--- src/sv/msrg_pkg.sv ---
// Shared types and constants of the multi-servo ramp generator.
// No dependencies; imported by msrg_out, the top level and the bench.
package msrg_pkg;

  localparam int CHANNELS_DEF = 16;
  localparam int TICK_MS_DEF  = 10;

  localparam int ANGLE_W = 16;
  localparam int STEP_W  = 17;
  localparam int DUR_W   = 16;
  localparam int VEL_W   = 24;
  localparam int THR_W   = 8;
  localparam int CHOUT_W = 4;
  localparam int PWM_W   = 12;

  localparam logic [ANGLE_W-1:0] ANGLE_MAX = 16'd46080;
  localparam logic [THR_W-1:0]   THR_RESET = 8'd26;
  // velocity is per second, step is per tick in ms
  localparam logic [DUR_W-1:0]   VEL_DEN   = 16'd1000;

  // velocity*TICK_MS (TICK_MS up to 1000); from 65536*1000 up the step saturates,
  // below that a reciprocal multiply by 1/1000 is exact
  localparam int                 VNUM_W    = VEL_W + 10;
  localparam int                 VQ_W      = 26;
  localparam logic [VNUM_W-1:0]  VEL_SAT   = VNUM_W'(65536000);
  localparam logic [26:0]        VEL_RCP   = 27'd68719477;
  localparam int                 VEL_SHIFT = 36;

  // pwm = (2*angle + 23040) / 225, done as a reciprocal multiply (exact here)
  localparam logic [17:0] PWM_OFS   = 18'd23040;
  localparam logic [17:0] PWM_MUL   = 18'd149131;
  localparam int          PWM_SHIFT = 25;

  typedef struct packed {
    logic [ANGLE_W-1:0]       cur;
    logic [ANGLE_W-1:0]       goal;
    logic signed [STEP_W-1:0] step;
  } chan_rec_t;

  typedef struct packed {
    logic               pwm_valid;
    logic [CHOUT_W-1:0] chn;
    logic [ANGLE_W-1:0] angle;
    logic               last;
    logic               all_done;
  } res_req_t;

  typedef enum logic [2:0] {
    ST_IDLE,
    ST_SET_RD,
    ST_SET_CALC,
    ST_SET_DIV,
    ST_SET_WR,
    ST_PASS1,
    ST_PASS2
  } state_e;

endpackage

--- src/sv/msrg_ram.sv ---
// Generic single-write, single-read RAM with registered read data.
// No dependencies.
module msrg_ram #(
  parameter int WIDTH = 8,
  parameter int DEPTH = 16
) (
  input  logic                                    clk_i,
  input  logic                                    we_i,
  input  logic [((DEPTH > 1) ? $clog2(DEPTH) : 1)-1:0] waddr_i,
  input  logic [WIDTH-1:0]                        wdata_i,
  input  logic [((DEPTH > 1) ? $clog2(DEPTH) : 1)-1:0] raddr_i,
  output logic [WIDTH-1:0]                        rdata_o
);

  logic [WIDTH-1:0] mem_q [DEPTH];
  logic [WIDTH-1:0] rdata_q;

  always_ff @(posedge clk_i) begin
    if (we_i) begin
      mem_q[waddr_i] <= wdata_i;
    end
    rdata_q <= mem_q[raddr_i];
  end

  assign rdata_o = rdata_q;

endmodule

--- src/sv/msrg_div.sv ---
// Restoring divider, one quotient bit per cycle.
// No package dependencies; used by the top level for step sizes.
module msrg_div #(
  parameter int NUM_W = 34,
  parameter int DEN_W = 16
) (
  input  logic             clk_i,
  input  logic             rst_ni,
  input  logic             start_i,
  input  logic [NUM_W-1:0] num_i,
  input  logic [DEN_W-1:0] den_i,
  output logic             done_o,
  output logic [NUM_W-1:0] quot_o
);

  localparam int CNT_W = $clog2(NUM_W + 1);

  logic             run_q, done_q;
  logic [CNT_W-1:0] cnt_q;
  logic [NUM_W-1:0] acc_q;
  logic [DEN_W-1:0] rem_q, den_q;
  logic [DEN_W:0]   shifted, sub;
  logic             ge;

  assign shifted = {rem_q, acc_q[NUM_W-1]};
  assign ge      = shifted >= {1'b0, den_q};
  assign sub     = shifted - {1'b0, den_q};

  always_ff @(posedge clk_i or negedge rst_ni) begin
    if (!rst_ni) begin
      run_q  <= 1'b0;
      done_q <= 1'b0;
      cnt_q  <= '0;
    end else if (start_i) begin
      run_q  <= 1'b1;
      done_q <= 1'b0;
      cnt_q  <= CNT_W'(NUM_W);
    end else if (run_q) begin
      cnt_q <= cnt_q - 1'b1;
      if (cnt_q == CNT_W'(1)) begin
        run_q  <= 1'b0;
        done_q <= 1'b1;
      end
    end else begin
      done_q <= 1'b0;
    end
  end

  // acc holds the dividend, quotient bits shift in from the bottom
  always_ff @(posedge clk_i) begin
    if (start_i) begin
      acc_q <= num_i;
      rem_q <= '0;
      den_q <= den_i;
    end else if (run_q) begin
      rem_q <= ge ? sub[DEN_W-1:0] : shifted[DEN_W-1:0];
      acc_q <= {acc_q[NUM_W-2:0], ge};
    end
  end

  assign done_o = done_q;
  assign quot_o = acc_q;

endmodule

--- src/sv/msrg_out.sv ---
// Result register stage: angle to PWM count conversion and the result strobe.
// Depends on msrg_pkg (res_req_t, PWM constants).
module msrg_out
  import msrg_pkg::*;
(
  input  logic               clk_i,
  input  logic               rst_ni,
  input  logic               req_valid_i,
  input  res_req_t           req_i,
  output logic               result_stb_o,
  output logic [CHOUT_W-1:0] out_channel_o,
  output logic [PWM_W-1:0]   pwm_count_o,
  output logic               pwm_valid_o,
  output logic               last_of_tick_o,
  output logic               all_done_o
);

  logic [17:0]      pwm_x;
  logic [35:0]      pwm_prod;
  logic [PWM_W-1:0] pwm;

  logic               stb_q;
  logic [CHOUT_W-1:0] chn_q;
  logic [PWM_W-1:0]   pwm_q;
  logic               pv_q, last_q, all_q;

  assign pwm_x    = {1'b0, req_i.angle, 1'b0} + PWM_OFS;
  assign pwm_prod = 36'(pwm_x) * 36'(PWM_MUL);
  assign pwm      = req_i.pwm_valid ? PWM_W'(pwm_prod >> PWM_SHIFT) : '0;

  always_ff @(posedge clk_i or negedge rst_ni) begin
    if (!rst_ni) begin
      stb_q <= 1'b0;
    end else begin
      stb_q <= req_valid_i;
    end
  end

  always_ff @(posedge clk_i) begin
    if (req_valid_i) begin
      chn_q  <= req_i.chn;
      pwm_q  <= pwm;
      pv_q   <= req_i.pwm_valid;
      last_q <= req_i.last;
      all_q  <= req_i.all_done;
    end
  end

  assign result_stb_o   = stb_q;
  assign out_channel_o  = chn_q;
  assign pwm_count_o    = pwm_q;
  assign pwm_valid_o    = pv_q;
  assign last_of_tick_o = last_q;
  assign all_done_o     = all_q;

endmodule

--- src/sv/multi_servo_ramp_generator_unit.sv ---
// Multi-servo ramp generator, top level. Depends on msrg_pkg, msrg_ram, msrg_div, msrg_out.
// Set-target: busy through ST_SET_RD, ST_SET_CALC and ST_SET_WR; a same-time move of
//   TICK_MS ms or more adds the serial divide in ST_SET_DIV. Velocity moves use a reciprocal.
// Tick with A active channels: two passes over the channel RAM, one read per cycle;
//   pass 2 gives the results, one per cycle, and busy holds until the last is sent.
//   An idle tick gives a single result with pwm_valid low. Results cannot stall.
// Reset: all channels idle at 0 degrees, threshold 26; no clearing pass (written bits).
module multi_servo_ramp_generator_unit
  import msrg_pkg::*;
#(
  parameter int CHANNELS = CHANNELS_DEF,
  parameter int TICK_MS  = TICK_MS_DEF
) (
  input  logic               clk_i,
  input  logic               rst_ni,
  input  logic               start,
  output logic               busy,
  input  logic               cfg_we_i,
  input  logic [THR_W-1:0]   cfg_wdata_i,
  input  logic               kind_i,
  input  logic [3:0]         channel_i,
  input  logic [ANGLE_W-1:0] target_angle_i,
  input  logic               move_mode_i,
  input  logic [DUR_W-1:0]   duration_ms_i,
  input  logic [VEL_W-1:0]   velocity_i,
  output logic               result_stb_o,
  output logic [CHOUT_W-1:0] out_channel_o,
  output logic [PWM_W-1:0]   pwm_count_o,
  output logic               pwm_valid_o,
  output logic               last_of_tick_o,
  output logic               all_done_o
);

  localparam int CH_W  = (CHANNELS > 1) ? $clog2(CHANNELS) : 1;
  localparam int NUM_W = ANGLE_W + $clog2(TICK_MS + 1);
  localparam int REC_W = $bits(chan_rec_t);

  state_e st_q, st_d;
  logic [THR_W-1:0] thr_q;
  logic [CHANNELS-1:0] active_q, active_d, init_q, init_d;
  logic [CHANNELS-1:0] scan_q, scan_d, run_q, run_d;

  // latched set-target request
  logic [CH_W-1:0]    chn_q, chn_d;
  logic [ANGLE_W-1:0] tgt_q, tgt_d;
  logic               mode_q, mode_d;
  logic [DUR_W-1:0]   dur_q, dur_d;
  logic [VEL_W-1:0]   vel_q, vel_d;
  logic [ANGLE_W-1:0] cur_q, cur_d, dmag_q, dmag_d;
  logic               pos_q, pos_d, neg_q, neg_d;

  // velocity step: product, then reciprocal divide
  logic [VNUM_W-1:0]  vnum;
  logic               vsat_q, vsat_d;
  logic [VQ_W-1:0]    vlo_q, vlo_d;
  logic [VQ_W+26:0]   vprod;
  logic [ANGLE_W-1:0] vmag_q, vmag_d;

  // read return tag
  logic            rv_q, rv_d, rp2_q, rp2_d, rlast_q, rlast_d;
  logic [CH_W-1:0] rch_q, rch_d;

  logic     sv_q, sv_d;
  res_req_t sres_q, sres_d;

  logic             ram_we;
  logic [CH_W-1:0]  ram_waddr, ram_raddr;
  chan_rec_t        ram_wdata, rec_rd;
  logic [REC_W-1:0] ram_rdata;

  logic             div_start, div_done;
  logic [NUM_W-1:0] div_num, div_quot;
  logic [DUR_W-1:0] div_den;

  logic [CH_W-1:0]     low_idx;
  logic [CHANNELS-1:0] scan_clr;

  logic [ANGLE_W-1:0]        rd_cur;
  logic signed [ANGLE_W:0]   set_diff;
  logic [ANGLE_W:0]          set_abs;
  logic                      short_mv;
  logic [ANGLE_W-1:0]        quot_sat, mag;
  logic signed [STEP_W-1:0]  step_w;

  logic signed [ANGLE_W:0]   rem;
  logic [ANGLE_W:0]          remag;
  logic                      retire;
  logic signed [ANGLE_W+1:0] nsum, ngoal, nclamp;
  logic [ANGLE_W-1:0]        nxt;

  msrg_ram #(
    .WIDTH(REC_W),
    .DEPTH(CHANNELS)
  ) u_ram (
    .clk_i  (clk_i),
    .we_i   (ram_we),
    .waddr_i(ram_waddr),
    .wdata_i(ram_wdata),
    .raddr_i(ram_raddr),
    .rdata_o(ram_rdata)
  );

  msrg_div #(
    .NUM_W(NUM_W),
    .DEN_W(DUR_W)
  ) u_div (
    .clk_i  (clk_i),
    .rst_ni (rst_ni),
    .start_i(div_start),
    .num_i  (div_num),
    .den_i  (div_den),
    .done_o (div_done),
    .quot_o (div_quot)
  );

  msrg_out u_out (
    .clk_i         (clk_i),
    .rst_ni        (rst_ni),
    .req_valid_i   (sv_q),
    .req_i         (sres_q),
    .result_stb_o  (result_stb_o),
    .out_channel_o (out_channel_o),
    .pwm_count_o   (pwm_count_o),
    .pwm_valid_o   (pwm_valid_o),
    .last_of_tick_o(last_of_tick_o),
    .all_done_o    (all_done_o)
  );

  assign rec_rd = chan_rec_t'(ram_rdata);
  assign busy   = (st_q != ST_IDLE) || rv_q || sv_q;

  // lowest pending channel of the current pass
  always_comb begin
    low_idx = '0;
    for (int i = CHANNELS - 1; i >= 0; i--) begin
      if (scan_q[i]) begin
        low_idx = CH_W'(i);
      end
    end
    scan_clr          = scan_q;
    scan_clr[low_idx] = 1'b0;
  end

  // set-target arithmetic
  always_comb begin
    rd_cur   = init_q[chn_q] ? rec_rd.cur : '0;
    set_diff = $signed({1'b0, tgt_q}) - $signed({1'b0, rd_cur});
    set_abs  = set_diff[ANGLE_W] ? (ANGLE_W+1)'(-set_diff) : (ANGLE_W+1)'(set_diff);
    short_mv = !mode_q && (dur_q < DUR_W'(TICK_MS));
    vnum     = VNUM_W'(vel_q) * VNUM_W'(TICK_MS);
    vprod    = (VQ_W+27)'(vlo_q) * (VQ_W+27)'(VEL_RCP);
    div_num  = NUM_W'(dmag_q) * NUM_W'(TICK_MS);
    div_den  = dur_q;
    quot_sat = (|div_quot[NUM_W-1:ANGLE_W]) ? '1 : div_quot[ANGLE_W-1:0];
    mag      = short_mv ? dmag_q : (mode_q ? vmag_q : quot_sat);
    // a move that rounds to no step still creeps one unit
    if (mag == '0 && dmag_q != '0) begin
      mag = ANGLE_W'(1);
    end
    if (pos_q) begin
      step_w = $signed({1'b0, mag});
    end else if (neg_q) begin
      step_w = -$signed({1'b0, mag});
    end else begin
      step_w = '0;
    end
  end

  // tick arithmetic on the returned record
  always_comb begin
    rem    = $signed({1'b0, rec_rd.goal}) - $signed({1'b0, rec_rd.cur});
    remag  = rem[ANGLE_W] ? (ANGLE_W+1)'(-rem) : (ANGLE_W+1)'(rem);
    retire = remag <= (ANGLE_W+1)'(thr_q);
    nsum   = $signed({2'b00, rec_rd.cur}) + $signed({rec_rd.step[STEP_W-1], rec_rd.step});
    ngoal  = $signed({2'b00, rec_rd.goal});
    nclamp = nsum;
    if (!rec_rd.step[STEP_W-1] && rec_rd.step != '0 && nsum > ngoal) begin
      nclamp = ngoal;
    end
    if (rec_rd.step[STEP_W-1] && nsum < ngoal) begin
      nclamp = ngoal;
    end
    if (nclamp[ANGLE_W+1]) begin
      nclamp = '0;
    end
    if (nclamp > $signed({2'b00, ANGLE_MAX})) begin
      nclamp = $signed({2'b00, ANGLE_MAX});
    end
    nxt = nclamp[ANGLE_W-1:0];
  end

  always_comb begin
    st_d      = st_q;
    active_d  = active_q;
    init_d    = init_q;
    scan_d    = scan_q;
    run_d     = run_q;
    chn_d     = chn_q;
    tgt_d     = tgt_q;
    mode_d    = mode_q;
    dur_d     = dur_q;
    vel_d     = vel_q;
    cur_d     = cur_q;
    dmag_d    = dmag_q;
    pos_d     = pos_q;
    neg_d     = neg_q;
    vsat_d    = vsat_q;
    vlo_d     = vlo_q;
    vmag_d    = vmag_q;
    rv_d      = 1'b0;
    rp2_d     = rp2_q;
    rlast_d   = rlast_q;
    rch_d     = rch_q;
    sv_d      = 1'b0;
    sres_d    = sres_q;
    ram_we    = 1'b0;
    ram_waddr = rch_q;
    ram_wdata = '{cur: nxt, goal: rec_rd.goal, step: rec_rd.step};
    ram_raddr = low_idx;
    div_start = 1'b0;

    // returning read: pass 1 decides retirement, pass 2 moves and reports
    if (rv_q) begin
      if (!rp2_q) begin
        if (retire) begin
          active_d[rch_q] = 1'b0;
        end
      end else begin
        ram_we = 1'b1;
        sv_d   = 1'b1;
        sres_d = '{pwm_valid: 1'b1, chn: CHOUT_W'(rch_q), angle: nxt,
                   last: rlast_q, all_done: (active_q == '0)};
      end
    end

    case (st_q)
      ST_IDLE: begin
        if (start && !busy) begin
          if (!kind_i) begin
            if (int'(channel_i) < CHANNELS) begin
              chn_d     = CH_W'(channel_i);
              tgt_d     = (target_angle_i > ANGLE_MAX) ? ANGLE_MAX : target_angle_i;
              mode_d    = move_mode_i;
              dur_d     = duration_ms_i;
              vel_d     = velocity_i;
              ram_raddr = CH_W'(channel_i);
              st_d      = ST_SET_RD;
            end
          end else if (active_q == '0) begin
            sv_d   = 1'b1;
            sres_d = '{pwm_valid: 1'b0, chn: '0, angle: '0, last: 1'b1, all_done: 1'b1};
          end else begin
            scan_d = active_q;
            run_d  = active_q;
            st_d   = ST_PASS1;
          end
        end
      end
      ST_SET_RD: begin
        cur_d  = rd_cur;
        dmag_d = set_abs[ANGLE_W-1:0];
        pos_d  = !set_diff[ANGLE_W] && (set_diff != '0);
        neg_d  = set_diff[ANGLE_W];
        vsat_d = (vnum >= VEL_SAT);
        vlo_d  = vnum[VQ_W-1:0];
        st_d   = ST_SET_CALC;
      end
      ST_SET_CALC: begin
        vmag_d = vsat_q ? '1 : vprod[VEL_SHIFT +: ANGLE_W];
        if (short_mv || mode_q) begin
          st_d = ST_SET_WR;
        end else begin
          div_start = 1'b1;
          st_d      = ST_SET_DIV;
        end
      end
      ST_SET_DIV: begin
        if (div_done) begin
          st_d = ST_SET_WR;
        end
      end
      ST_SET_WR: begin
        ram_we          = 1'b1;
        ram_waddr       = chn_q;
        ram_wdata       = '{cur: cur_q, goal: tgt_q, step: step_w};
        active_d[chn_q] = 1'b1;
        init_d[chn_q]   = 1'b1;
        st_d            = ST_IDLE;
      end
      ST_PASS1: begin
        if (scan_q != '0) begin
          rv_d   = 1'b1;
          rp2_d  = 1'b0;
          rch_d  = low_idx;
          scan_d = scan_clr;
        end else begin
          scan_d = run_q;
          st_d   = ST_PASS2;
        end
      end
      ST_PASS2: begin
        if (scan_q != '0) begin
          rv_d    = 1'b1;
          rp2_d   = 1'b1;
          rch_d   = low_idx;
          rlast_d = (scan_clr == '0);
          scan_d  = scan_clr;
        end else begin
          st_d = ST_IDLE;
        end
      end
      default: begin
        st_d = ST_IDLE;
      end
    endcase
  end

  always_ff @(posedge clk_i or negedge rst_ni) begin
    if (!rst_ni) begin
      st_q     <= ST_IDLE;
      thr_q    <= THR_RESET;
      active_q <= '0;
      init_q   <= '0;
      scan_q   <= '0;
      run_q    <= '0;
      rv_q     <= 1'b0;
      sv_q     <= 1'b0;
    end else begin
      st_q     <= st_d;
      active_q <= active_d;
      init_q   <= init_d;
      scan_q   <= scan_d;
      run_q    <= run_d;
      rv_q     <= rv_d;
      sv_q     <= sv_d;
      if (cfg_we_i) begin
        thr_q <= cfg_wdata_i;
      end
    end
  end

  always_ff @(posedge clk_i) begin
    chn_q   <= chn_d;
    tgt_q   <= tgt_d;
    mode_q  <= mode_d;
    dur_q   <= dur_d;
    vel_q   <= vel_d;
    cur_q   <= cur_d;
    dmag_q  <= dmag_d;
    pos_q   <= pos_d;
    neg_q   <= neg_d;
    vsat_q  <= vsat_d;
    vlo_q   <= vlo_d;
    vmag_q  <= vmag_d;
    rp2_q   <= rp2_d;
    rlast_q <= rlast_d;
    rch_q   <= rch_d;
    sres_q  <= sres_d;
  end

endmodule

--- config.mk ---
export PLATFORM = sky130hd
export DESIGN_NAME = multi_servo_ramp_generator_unit
export DESIGN_NICKNAME = d
export VERILOG_FILES = /design/src/sv/msrg_pkg.sv /design/src/sv/msrg_ram.sv /design/src/sv/msrg_div.sv /design/src/sv/msrg_out.sv /design/src/sv/multi_servo_ramp_generator_unit.sv
export SDC_FILE = /design/constraint.sdc
export NUM_CORES = 2
export LEC_CHECK = 0
export ABC_AREA = 0
export BUFFER_PORTS_ARGS = -buffer_cell sky130_fd_sc_hd__clkbuf_2
export CAP_MARGIN = 30
export CORE_ASPECT_RATIO = 0.5
export CORE_UTILIZATION = 38
export CTS_CLUSTER_DIAMETER = 200
export DETAILED_ROUTE_END_ITERATION = 16
export GPL_TIMING_DRIVEN = 0
export SETUP_SLACK_MARGIN = 0.5
export SLEW_MARGIN = 20
export SYNTH_ARGS = -nofsm -noshare
export SYNTH_HDL_FRONTEND = slang
export SYNTH_SLANG_ARGS = --single-unit
--- constraint.sdc ---
create_clock -name clk_i -period 8.3 [get_ports clk_i]
set_input_delay 1.66 -clock clk_i [delete_from_list [all_inputs] [get_ports clk_i]]
set_output_delay 1.66 -clock clk_i [all_outputs]
set_load 0.01 [all_outputs]
## Word-level counts from Yosys, hierarchy flattened

Memories as Yosys holds them, arrays and structs flattened. A register that Yosys moved wholly into a read port is not among the register bits.
Cells that the tools add are included.

| storage, ports and cells | value |
|---|---|
| register bits after elaboration | 322 |
| word-level logic and storage cells | 226 |
| bits in writable memories | 784 |
| memories kept | 1 |
| input port bits | 74 |

Memory list:

| memory | words | bits a word | read ports | clocked after memory_dff | wr ports | line | source |
|---|---|---|---|---|---|---|---|
| u_ram.mem_q | 16 | 49 | 1 | 1 | 1 | msrg_ram.sv:15 | `logic [WIDTH-1:0] mem_q [DEPTH];` |

| operators by class | value |
|---|---|
| reductions and logical operators | 38 |
| bitwise operators | 8 |
| equal/unequal tests | 17 |
| multipliers | 4 |
| multiplexer cells | 93 |
| add/sub/neg operators | 9 |
| $lt $le $gt $ge | 14 |

Operators by type and width:

| operator | number |
|---|---|
| $mux W16 | 17 |
| $mux W23 | 6 |
| $mux W4 | 20 |
| $mux W17 | 4 |
| $mul A25 B27 Y51 const B | 1 |
| $mux W49 | 1 |
| $logic_not A16 Y1 | 3 |
| $pmux W16 S3 | 1 |
| $mux W20 | 2 |
| $mul A18 B18 Y36 const B | 1 |
| $mux W18 | 2 |
| $reduce_bool A17 Y1 | 2 |
| $sub A16 B16 Y17 | 2 |
| $and A16 B16 Y16 | 2 |
| $not A16 Y16 | 2 |
| $or A16 B16 Y16 | 2 |
| $reduce_bool A16 Y1 | 2 |
| $ge A28 B26 Y1 const B | 1 |
| $mul A24 B3 Y27 const B | 1 |
| $mux W1 | 25 |
| $mux W3 | 7 |
| $mul A16 B3 Y19 const B | 1 |
| $add A17 B15 Y18 const B | 1 |
| $add A17 B17 Y18 | 1 |
| other kinds (39) | 76 |

## Depth between registers and ports, before layout

| depth | value |
|---|---|
| depth after elaboration | 24 |
| mapped depth | 26 |
| depth with buffers taken out | 25 |

## Hierarchy

From an unflattened synthesis, not the netlist that was laid out.

| second synthesis, totals | value |
|---|---|
| cells, all modules | 4929 |
| area, all modules | 65617.9 µm² |

By module, submodules not included:

| module | cells each | times used | seq. area each (µm²) | area each (µm²) |
|---|---|---|---|---|
| msrg_ram | 1268 | 1 | 24523.5 | 30336.6 |
| multi_servo_ramp_generator_unit | 2799 | 1 | 6685.2 | 26573.0 |
| msrg_out | 563 | 1 | 565.5 | 5466.5 |
| msrg_div | 299 | 1 | 1576.5 | 3241.9 |

## Worst setup path before layout

OpenSTA, ideal clock, no wires.

| timing path | value |
|---|---|
| kind | reg-to-reg |
| from | reg vlo_q[11] |
| to | reg vmag_q[10] (data pin) |
| setup slack | 1736 ps |
| stages on the path, launching flop included | 20 |
| clock period less this slack | 6564 ps |
| setup time | 256 ps |
| data arrival time | 6309 ps |
| cells stage by stage | edfxtp_1 fa_1 fa_1 fa_1 inv_1 fa_1 fa_1 inv_1 fa_1 fa_1 ha_1 a211o_1 or3_1 o211a_1 o21ai_0 o22ai_1 o211ai_1 nand2b_1 a211o_1 a31o_2 |

| on the way | value |
|---|---|
| word-level cells in the longest chain between the ends | 1 |

RTL lines:

| element | line | source |
|---|---|---|
| start, declared | multi_servo_ramp_generator_unit.sv:55 | `logic [VQ_W-1:0] vlo_q, vlo_d;` |
| start signal, assigned | multi_servo_ramp_generator_unit.sv:353 | `vlo_q <= vlo_d;` |
| $mul A25 B27 Y51 | multi_servo_ramp_generator_unit.sv:151 | `vprod = (VQ_W+27)'(vlo_q) * (VQ_W+27)'(VEL_RCP);` |
| end signal, assigned | multi_servo_ramp_generator_unit.sv:354 | `vmag_q <= vmag_d;` |
| end, declared | multi_servo_ramp_generator_unit.sv:57 | `logic [ANGLE_W-1:0] vmag_q, vmag_d;` |

Every way passes these cells.
A chain may end at the register's enable or synchronous reset.

## Worst setup path after layout

| timing path | value |
|---|---|
| from | reg vlo_q[19] |
| to | reg vmag_q[15] (data pin) |

The elaborated chain is that of the path after synthesis.

==> impl_metrics.env <==
export IMPL_outcome="complete, no violations"
export IMPL_finalSetupViolations=0
export IMPL_finalHoldViolCount=0
export IMPL_io_buffers=93
export IMPL_grt_pass1_wl_um=268000
export IMPL_die_w_um=595
export IMPL_io_pins=95
export IMPL_vias_per_cell=5.31
export IMPL_root_buffer="clkbuf_16"
export IMPL_synth_seq_area_share=0.499
export IMPL_final_area_um2=76000
export IMPL_fmax_mhz=133
export IMPL_crit_required_ps=8790
export IMPL_die_area_um2=178000
export IMPL_fillers=15900
export IMPL_row_count=108
export IMPL_period_share=0.903
export IMPL_h_tree_depth=3
export IMPL_place_ws_ps=350
export IMPL_wirelength_um=178000
export IMPL_grt_max_degree=86
export IMPL_numCtsBuffers=110
export IMPL_coreArea_um2=174000
export IMPL_cts_sinks=1154
export IMPL_initial_utilization=0.384
export IMPL_setup_ws_ps=804
export IMPL_synth_edff_count=980
export IMPL_arrival_ps=7980
export IMPL_netlist_instances=5186
export IMPL_clkLatencyLatePin_ps=770
export IMPL_rsz0062_at_grt="false"
export IMPL_cts_max_path_buffers=3
export IMPL_drv_slew=0
export IMPL_postCtsHoldBufs=0
export IMPL_grt_pass1_vias=43500
export IMPL_num_vias=41900
export IMPL_ant_nets=0
export IMPL_ff_latch_area_um2=33300
export IMPL_drive_above_1_share=0.101
export IMPL_ys_ff_latch=1154
export IMPL_syn_area_per_cell_um2=12.9
export IMPL_cts_reportedPaths_clkPinSlew_ps=60
export IMPL_drt_pass1_iterations=7
export IMPL_nets=6416
export IMPL_die_h_um=299
export IMPL_slew_headroom=0.289
export IMPL_routabilityCongestion=0.931
export IMPL_synth_cell_type_count=107
export IMPL_syn_nets=6116
export IMPL_final_cell_mix="edfxtp_1 (980), mux2i_1 (754), inv_1 (575), ha_1 (573), fa_1 (283)"
export IMPL_final_common_cell="edfxtp_1"
export IMPL_grt_ovfl_total=0
export IMPL_cts_tree="done"
export IMPL_netlist_area_um2=66900
export IMPL_cp_start_kind="flop"
export IMPL_path_max_fanout=8
export IMPL_period_needed_ps=7500
export IMPL_worst_pin_slew_ps=1060
export IMPL_grtUsageTotal=0.200
export IMPL_r2r_slack_ps=800
export IMPL_drtIter0Drc=3239
export IMPL_synth_ff_type="edfxtp_1"
export IMPL_post_dp_cell_area_um2=71900
export IMPL_wl_per_cell_um=22.6
export IMPL_synth_warnings=0
export IMPL_async_flop_share=0.0737
export IMPL_hold_class="flop to flop"
export IMPL_crit_path_end_kind="flop"
export IMPL_multiInputGateArea_um2=30900
export IMPL_critPathKind="flop to flop"
export IMPL_cap_violations=0
export IMPL_hpwl_um=136000
export IMPL_area_delta_synth_final_pct=13.6
export IMPL_grt_antenna_before_repair=5
export IMPL_drc=0
export IMPL_fin_setup_tns_ps=0
export IMPL_skew_ps=54.4
==> synthesized netlist by cell type, drive strengths merged (8+ instances only) <==
cell / n / area share
a22oi: 19 / 0.0021
nor4b: 8 / 0.0015
nor2: 197 / 0.011
inv: 575 / 0.032
o21a: 29 / 0.0033
o211ai: 14 / 0.0019
a31oi: 38 / 0.0045
nand4: 28 / 0.0027
xnor2: 86 / 0.011
nand2: 227 / 0.013
or4: 10 / 0.0011
or3: 20 / 0.0019
fa: 283 / 0.085
dfxtp: 89 / 0.027
o21ai: 201 / 0.015
a32o: 18 / 0.0027
mux2i: 755 / 0.11
nor4: 26 / 0.0024
nor2b: 34 / 0.0032
a211o: 11 / 0.0015
a21boi: 8 / 0.00090
a21oi: 164 / 0.012
edfxtp: 980 / 0.44
o31a: 8 / 0.0012
and2: 33 / 0.0031
a211oi: 20 / 0.0025
buf: 79 / 0.0060
dfrtp: 82 / 0.031
xor2: 49 / 0.0065
and3: 11 / 0.0010
o21bai: 27 / 0.0031
a21o: 55 / 0.0062
nand3: 63 / 0.0047
mux2: 32 / 0.0054
ha: 573 / 0.11
o31ai: 15 / 0.0017
nand2b: 52 / 0.0049
nor3: 81 / 0.0061
clkbuf: 81 / 0.0048
==> repair_timing <==
action | in CTS | in global routing
resized for setup | 1 | 2
endpoints found under the hold margin | 0 | 0
setup endpoints to repair | 4 | 7
setup buffers | 1 | 13
==> layer usage <==
metal,vias up,global-route usage,part of all wire
met5,-,0,0
met4,0,0.0466,0.023
met3,228,0.0317,0.057
met2,1110,0.323,0.46
met1,21200,0.283,0.46
li1,19400,-,-
==> worst paths after layout <==
kind	endpoint	from	cells after the start
worst max register to register	vmag_q[15]$_SDFFCE_PP1N_	vlo_q[19]$_DFFE_PN_	23
worst max-delay path	vmag_q[15]$_SDFFCE_PP1N_	vlo_q[19]$_DFFE_PN_	23
min in group asynchronous	run_q[1]$_DFFE_PN0P_	rst_ni	1
worst min register to register	u_out.out_channel_o[1]$_DFFE_PP_	sres_q[19]$_DFF_P_	0
worst min-delay path	u_out.out_channel_o[1]$_DFFE_PP_	sres_q[19]$_DFF_P_	0
max in group asynchronous	thr_q[6]$_DFFE_PN0P_	rst_ni	1
==> metrics by stage <==
| step | util | cells | hold WS (ps) |
|---|---|---|---|
| finish | 0.437 | 7893 | 435 |
| global route | 0.437 | 7892 | 445 |
| CTS | 0.436 | 7872 | 435 |
| detailed placement | 0.413 | 7663 | 416 |
| global placement | 0.404 | 7589 | 416 |
| floorplan | - | 5186 | 400 |
==> cell type report <==
class	instances	area share
Inverter	575	0.0284
Antenna cell	1	0.0000329
Buffer	161	0.00963
Clock inverter	62	0.0102
Clock buffer	146	0.0404
Timing Repair Buffer	188	0.0278
Sequential cell	1154	0.439
Tap cell	2310	0.0380
Multi-Input combinational cell	3296	0.407
==> critical path, stage by stage (launching register included) <==
cell and delay [ps]:
edfxtp_1 600, ha_1 520, inv_1 100, fa_1 540, inv_1 50, fa_1 530, inv_1 60, fa_1 400
fa_1 500, fa_1 490, inv_1 50, fa_1 460, ha_1 350, and3_1 180, nor4b_2 350, nor4b_1 390
o211a_1 360, o21ai_1 150, o22ai_2 310, o2111ai_1 270, a21oi_1 230, nor3_1 80, xnor2_1 190, nand2b_1 70
==> registers in the layout, summed over array words and instances (netlist names), 11 cells and up <==
signal,cells
u_ram.mem_q,784
u_ram.rdata_o,49
vlo_q,25
vel_q,24
sres_q,23
u_div.quot_o,20
active_q,16
cur_q,16
div_den,16
dmag_q,16
init_q,16
run_q,16
scan_q,16
tgt_q,16
u_div.den_q,16
u_div.rem_q,16
vmag_q,16
u_out.pwm_count_o,11
==> kinds of logic (layout without fill, tap and decap cells) <==
logic type      Yosys count  in the layout  synth area share
fa+ha+maj               857            857             0.192
buf+inv                 736           1132            0.0432
compound gates          692            692            0.0681
simple gates            819            819            0.0601
xor+xnor                135            135            0.0178
mux                     792            792             0.120
other cells               1              2         0.0000561
flops                  1154           1154             0.499
Power is not shown: default switching activity piles up to over one toggle a cycle in this logic, so the estimate is an artifact.
